$ cat src/rtl/core/rhmm_pkg.sv
// shared constants and controller/datapath interface types for the rgb histogram block
`default_nettype none

package rhmm_pkg;

    localparam int BIN_COUNT   = 256;
    localparam int BIN_AW      = $clog2(BIN_COUNT);
    localparam int BIN_W       = 25;
    localparam int SUM_W       = BIN_W + 1;
    localparam int MEAN_W      = 17;
    localparam int MED_W       = 8;
    localparam int PIX_W       = 8;
    localparam int RECIP_W     = 32;
    localparam int PROD_W      = SUM_W + RECIP_W;
    localparam int RECIP_SHIFT = 33;
    localparam int MEAN_SHIFT  = 8;
    localparam int NCOLOR      = 3;
    localparam int NCH         = 4;

    localparam logic [BIN_W-1:0]   MAX_PIXELS = 25'd16777216;
    // ceil(2^33 / 3): x * RECIP3 >> 33 is x / 3 for any 32-bit x
    localparam logic [RECIP_W-1:0] RECIP3     = 32'hAAAA_AAAB;

    // histogram slots for totals and medians
    localparam int CH_LUM   = 0;
    localparam int CH_RED   = 1;
    localparam int CH_GREEN = 2;
    localparam int CH_BLUE  = 3;

    typedef struct packed {
        logic              clr_wr;
        logic              pix_rd;
        logic              pix_wr;
        logic              sum_rd;
        logic              med_rd;
        logic              load;
        logic [BIN_AW-1:0] addr;
    } t_cmd;

    typedef struct packed {
        logic busy;
        logic out_free;
        logic last;
    } t_sts;

endpackage

`default_nettype wire

$ cat src/rtl/core/rhmm_ctrl.sv
// sequencer for clearing, pixel counting, sum pass, median pass and result load
`default_nettype none

module rhmm_ctrl (
    input  wire logic           i_clk,
    input  wire logic           i_rst_n,
    input  wire logic           i_valid,
    output logic                o_stall,
    input  wire rhmm_pkg::t_sts i_sts,
    output rhmm_pkg::t_cmd      o_cmd
);

    localparam int IW = rhmm_pkg::BIN_AW + 1;
    localparam logic [rhmm_pkg::BIN_AW-1:0] LAST_BIN =
        rhmm_pkg::BIN_AW'(rhmm_pkg::BIN_COUNT - 1);

    localparam logic [2:0] ST_CLEAR = 3'd0;
    localparam logic [2:0] ST_IDLE  = 3'd1;
    localparam logic [2:0] ST_BUMP  = 3'd2;
    localparam logic [2:0] ST_SUM   = 3'd3;
    localparam logic [2:0] ST_MED   = 3'd4;
    localparam logic [2:0] ST_LOAD  = 3'd5;

    logic [2:0]    r_state;
    logic [2:0]    n_state;
    logic [IW-1:0] r_idx;
    logic [IW-1:0] n_idx;

    always_comb begin
        n_state    = r_state;
        n_idx      = r_idx;
        o_cmd      = '0;
        o_cmd.addr = r_idx[rhmm_pkg::BIN_AW-1:0];
        case (r_state)
            ST_CLEAR: begin
                o_cmd.clr_wr = 1'b1;
                n_idx        = r_idx + IW'(1);
                if (r_idx[rhmm_pkg::BIN_AW-1:0] == LAST_BIN) begin
                    n_state = ST_IDLE;
                    n_idx   = '0;
                end
            end
            ST_IDLE: begin
                if (i_valid) begin
                    o_cmd.pix_rd = 1'b1;
                    n_state      = ST_BUMP;
                end
            end
            ST_BUMP: begin
                o_cmd.pix_wr = 1'b1;
                n_idx        = '0;
                n_state      = i_sts.last ? ST_SUM : ST_IDLE;
            end
            ST_SUM: begin
                if (!r_idx[rhmm_pkg::BIN_AW]) begin
                    o_cmd.sum_rd = 1'b1;
                    n_idx        = r_idx + IW'(1);
                end else if (!i_sts.busy) begin
                    // lum store fully written once the pipe drains
                    n_state = ST_MED;
                    n_idx   = '0;
                end
            end
            ST_MED: begin
                if (!r_idx[rhmm_pkg::BIN_AW]) begin
                    o_cmd.med_rd = 1'b1;
                    n_idx        = r_idx + IW'(1);
                end else if (!i_sts.busy) begin
                    n_state = ST_LOAD;
                end
            end
            ST_LOAD: begin
                if (i_sts.out_free) begin
                    o_cmd.load = 1'b1;
                    n_state    = ST_IDLE;
                end
            end
            default: begin
                n_state = ST_CLEAR;
                n_idx   = '0;
            end
        endcase
    end

    always_ff @(posedge i_clk) begin
        if (!i_rst_n) begin
            r_state <= ST_CLEAR;
            r_idx   <= '0;
        end else begin
            r_state <= n_state;
            r_idx   <= n_idx;
        end
    end

    assign o_stall = (r_state != ST_IDLE);

`ifndef SYNTHESIS
    a_cmd_onehot: assert property (@(posedge i_clk) disable iff (!i_rst_n)
        $onehot0({o_cmd.clr_wr, o_cmd.pix_rd, o_cmd.pix_wr,
                  o_cmd.sum_rd, o_cmd.med_rd, o_cmd.load}))
        else $error("more than one datapath command at once");

    a_load_free: assert property (@(posedge i_clk) disable iff (!i_rst_n)
        o_cmd.load |-> i_sts.out_free)
        else $error("result load while output register still full");
`endif

endmodule

`default_nettype wire

$ cat config.mk
export PLATFORM = sky130hd
export DESIGN_NAME = rhmm_ctrl
export DESIGN_NICKNAME = d
export VERILOG_FILES = /design/src/rtl/core/rhmm_pkg.sv /design/src/rtl/core/rhmm_ctrl.sv
export SDC_FILE = /design/constraint.sdc
export NUM_CORES = 1
export LEC_CHECK = 0
export BUFFER_PORTS_ARGS = -buffer_cell sky130_fd_sc_hd__buf_2
export CAP_MARGIN = 20
export CORE_UTILIZATION = 53
export DETAILED_ROUTE_END_ITERATION = 16
export PLACE_DENSITY = 0.9
export SYNTH_ARGS = -nofsm -noshare
export SYNTH_HDL_FRONTEND = slang
export SYNTH_SLANG_ARGS = --single-unit
$ cat constraint.sdc
create_clock -name i_clk -period 3.3 [get_ports i_clk]
set_clock_uncertainty 0.05 [all_clocks]
set_input_delay 0 -clock i_clk [delete_from_list [all_inputs] [get_ports i_clk]]
set_output_delay 0 -clock i_clk [all_outputs]
set_load 0.01 [all_outputs]
# Word-level counts from Yosys, hierarchy flattened
# Index checks and enable logic that the tools add are counted.
[word_totals]
reg_bits = 12
input_bits = 6
output_inout_bits = 15
elab_cells = 48
[op_classes]
n_addsub = 1
eq_ne = 16
n_mux = 23
n_bitwise = 1
reduce_logical = 4
[op_table]
columns = ["operator", "n"]
rows = [
  ["9-bit 2-to-1 mux", 4],
  ["9-bit one-hot mux with 4 select lines", 1],
  ["3-bit 2-to-1 mux", 7],
  ["3-bit one-hot mux with 6 select lines", 1],
  ["2-bit != test, second input constant", 8],
  ["9-bit by 1-bit adder with 9-bit output, second input constant", 1],
  ["1-bit 2-to-1 mux", 9],
  ["8-bit == test, second input constant", 1],
  ["7-bit AND reduction", 1],
  ["3-bit by 2-bit == test with 1-bit output, second input constant", 2],
  ["3-bit == test, second input constant", 2],
  ["3-bit by 1-bit == test with 1-bit output, second input constant", 1],
  ["3-bit zero test", 1],
  ["3-bit by 1-bit != test with 1-bit output, second input constant", 1],
  ["3-bit != test, second input constant", 1],
  ["3-bit AND reduction", 1],
  ["2-bit 2-to-1 mux", 1],
  ["2-bit OR reduction", 1],
  ["1-bit inverter", 1],
]

# Depth between registers and ports, before layout
[logic_depth]
word_depth = 4
ltp_mapped = 6
ltp_nobuf = 6

# Worst setup path after synthesis
# OpenSTA, ideal clock, no wires.
[synth_path]
kind = "flip-flop to flip-flop"
startpoint = "register r_idx[0]"
endpoint = "register r_state[2]"
setup_time_ns = 0.130
arrival_ns = 1.651
required_time_ns = 3.120
path_slack_ns = 1.469
stages_incl_launch_ff = 7
path_buffers = 0
synth_period_minus_slack_ns = 1.831
path_cell_list = "dfxtp_1 -> ha_1 -> nand3_2 -> or3_4 -> a22o_4 -> o311ai_2 -> o41ai_1"
[synth_via]
elab_chain_len = 3
[synth_rtl]
columns = ["item", "line_no", "text"]
rows = [
  ["start, declared", "rhmm_ctrl.sv:26", "logic [IW-1:0] r_idx;"],
  ["start signal, assigned", "rhmm_ctrl.sv:91", "r_idx <= n_idx;"],
  ["8-bit == test", "rhmm_ctrl.sv:38", "if (r_idx[rhmm_pkg::BIN_AW-1:0] == LAST_BIN) begin"],
  ["2-bit != test (no source line)", "--", ""],
  ["7-bit AND reduction (no source line)", "--", ""],
  ["end signal, assigned", "rhmm_ctrl.sv:90", "r_state <= n_state;"],
  ["end, declared", "rhmm_ctrl.sv:24", "logic [2:0] r_state;"],
]
# No other way between the ends.
# A chain may end at the register's enable or synchronous reset.

# Final worst setup path
# Same ends and word-level chain as after synthesis.

==> PnR_summary.wiki <==
{| class="wikitable"
! Metric !! Value
|-
| HPWL Detailed || 1.06 mm
|-
| Share of the clock period used by the worst path || 58.7%
|-
| Top cells by area in the synthesized netlist || dfxtp_1 32%, buf_4 8.9%, nor2_1 8.4%
|-
| Pin slew with the least headroom to its limit || 539 ps
|-
| IR Drop Worst-Case VDD || 449 uV
|-
| Post-DR wirelength/cell || 11.5 um
|-
| CP Cell Sequence || ha_1, nand3_2, or3_4, a22o_4, o311ai_2, o41ai_1
|-
| First-pass GRT wire length || 2.10 mm
|-
| Clk buf depth || 2
|-
| Detailed Route Iter0 Violations || 18
|-
| Total routed wirelength || 1.37 mm
|-
| TritonCTS buffer count || 3
|-
| Startpoint type of the worst setup path || flop
|-
| Remaining global-route overflow || 0
|-
| Syn Std Cell Area || 761 um^2
|-
| Horizontal die dimension || 39.9 um
|-
| Category of cells accounting for the largest share of critical-path delay || compound AO/OA/AOI/OAI gates
|-
| Post-Syn Area per Cell || 8.27 um^2
|-
| Die Footprint || 1590 um^2
|-
| Critical path data arrival time || 2030 ps
|-
| Warning count from the yosys run || 0
|-
| Outcome || finished clean
|-
| Total number of placement rows || 13
|-
| Unrepaired setup endpoints after global routing || false
|-
| Source-to-sink clock delay at the later pin of the worst-skew pair || 260 ps
|-
| Port Buf Inserts || 20
|-
| Relative max-transition margin || 64.1%
|-
| Leakage power || 0.352 nW
|-
| Total of flip-flops plus latches after synthesis || 12
|-
| Max Cap Viol || 0
|-
| Overall routing resource usage || 19.4%
|-
| Predominant post-synthesis flop cell || dfxtp_1
|-
| EDFF count, synth || 0
|-
| R2r startpoint || r_idx[0]
|-
| Final critical path time including I/O delays and setup || 1940 ps
|-
| Number of standard cells in the final layout excluding fillers || 120
|-
| Setup tns final || 0 ps
|-
| Post-Place Cells || 116
|-
| Ratio of routed vias to standard cells || 5.58
|-
| Max Clk Rate || 516 MHz
|-
| Height of the chip || 39.9 um
|-
| Pwr per Cell Area || 666 nW/um^2
|-
| Number of hold buffers added after CTS || 1
|-
| Crit path largest cell delay || 410 ps
|-
| Cell count of the worst reg-to-reg path || 6
|-
| Share of synthesized registers carrying an async set or reset || 0%
|-
| Worst hold path stage count || 4
|-
| Count of mapped cells out of synthesis || 92
|-
| Final hold violation count || 0
|-
| WP data required || 3400 ps
|-
| Via count of the first global-routing pass || 501
|-
| Sequential element share of the synthesized area || 31.6%
|-
| Maximum level of the CTS H-tree || 1
|-
| Area of the core || 1320 um^2
|-
| Finish-stage setup viols || 0
|-
| Starting density of the core || 57.7%
|-
| Post-synthesis cell type with the largest combined area || dfxtp_1
|-
| Synth Net Count || 99
|-
| Post-cts resize count || 0
|-
| Routed Antenna Nets || 0
|-
| Library cell contributing the largest single delay on the critical path || or3_4
|-
| Hold worst-path end || r_state[1]
|-
| Post-CTS clock slew at the launch and capture registers of the worst setup and hold paths || 60 ps
|-
| Area share of the largest cell type after synthesis || 31.6%
|-
| Number of nets in the layout || 114
|-
| Total DRC errors in the routed layout || 0
|-
| Initial DRT Pass Iterations || 4
|-
| Count of boundary I/O pins || 21
|-
| CTS tree || done
|-
| Count of inserted antenna diode cells || 0
|-
| Critical hold path startpoint || i_sts[0]
|-
| CP max FO || 7
|-
| Number of sinks on the clock net || 12
|-
| Fraction of layout instances using a drive strength above 1 || 28.6%
|-
| Post-CTS Setup Repair Bufs || 0
|-
| Last weighted congestion value of the routability-driven placer || 0.666
|-
| Post-Route Hold Slack || 23.0 ps
|-
| Classification of the worst-slack hold path || in -> reg
|-
| Critical Setup Path Class || reg -> reg
|-
| Buf/Inv on CP || 0
|-
| Setup slack of the worst register-to-register path || 1360 ps
|-
| Destination of the worst register-to-register timing path || r_state[2]
|-
| Maximum number of pins on one net before global-route repair || 12
|-
| Number of different library cells in the post-synthesis netlist || 34
|-
| Slew Viols, Final || 0
|-
| Via count || 669
|-
| Type of destination of the critical path || flop
|-
| Layout area overhead || 9.70%
|-
| Root Buffer || clkbuf_4
|-
| Initial antenna violation count || 0
|}
-- routing by layer --
layer	GRT usage (%)	part of all wire, %	up-vias	wire length (um)
met3	3.41	5.2	4	72
met4	10.3	1.2	0	17
met5	0	0	-	0
li1	-	-	339	-
met2	30.6	47	26	645
met1	24.4	47	300	639
-- cell usage after synthesis (all sizes together), types with 2 or more instances --
| library cell | number |
|---|---|
| dfxtp | 12 |
| nand3 | 2 |
| o311a | 2 |
| buf | 11 |
| inv | 6 |
| xnor2 | 6 |
| nor2 | 17 |
| nand2 | 6 |
| o21ai | 6 |
| nor3 | 5 |
-- state kept, by name, summed over array words and instances, names as in the netlist --
name     count
r_state      3
r_idx        9
-- cell type report --
type / instances / area [um^2]
clock buffer: 3 / 22.5
multi-input combinational: 63 / 420
tap: 15 / 18.8
inverter: 6 / 22.5
fill: 115 / 483
sequential: 12 / 240
timing repair buffer: 21 / 110
-- per-stage QoR --
step | area, um^2 | util (%) | power, mW | setup slack (ps)
after global routing | 835 | 63.3 | 0.601 | 1270
after detailed placement | 802 | 60.9 | 0.476 | 1380
after global placement | 802 | 60.9 | 0.463 | 1440
after CTS | 835 | 63.3 | 0.562 | 1360
after floorplan | 761 | - | 0.424 | 1470
final | 835 | 63.3 | 0.556 | 1360
-- power by group --
group,switching (mW),total [mW],internal [mW]
Combinational,0.153,0.264,0.112
Clock,0.0425,0.0847,0.0422
Sequential,0.0390,0.207,0.168
Total,0.234,0.556,0.322
-- layout by cell type (no fill, tap or decap), drive strengths merged, types with 2 or more instances in the layout --
master   n
buf     20
nand2    6
clkbuf   3
nor3     5
o311a    2
inv      6
xnor2    6
nand3    2
dfxtp   12
o21ai    6
nor2    17
-- worst max-delay path by stage --
stage	start	to	slack (ps)	cells past startpoint
after floorplan	r_idx[0]	r_state[2]	1470	6
after global placement	r_idx[0]	r_state[2]	1440	6
after detailed placement	r_idx[0]	r_state[2]	1380	6
after CTS	r_idx[0]	r_state[2]	1360	6
after global routing	r_idx[0]	r_state[2]	1270	6
final	r_idx[0]	r_state[2]	1360	6
-- tightest hold or removal path, stage by stage --
cell and delay [ps]:
buf_2 70, nand2_1 40, nand2_1 70, o311a_1 130
-- logic make-up (layout without fill, tap and decap cells) --
family / count (synthesis) / count (layout) / synth area share (%)
buffers and inverters: 17 / 30 / 13.2
AO/OA/AOI/OAI: 14 / 14 / 17.8
adder cells (fa/ha/maj): 1 / 1 / 1.64
AND/OR/NAND/NOR: 40 / 40 / 26.5
flip-flops: 12 / 12 / 31.6
XOR/XNOR: 7 / 7 / 8.06
multiplexers: 1 / 1 / 1.32
No activity file was read; power rests on OpenSTA's default activity.
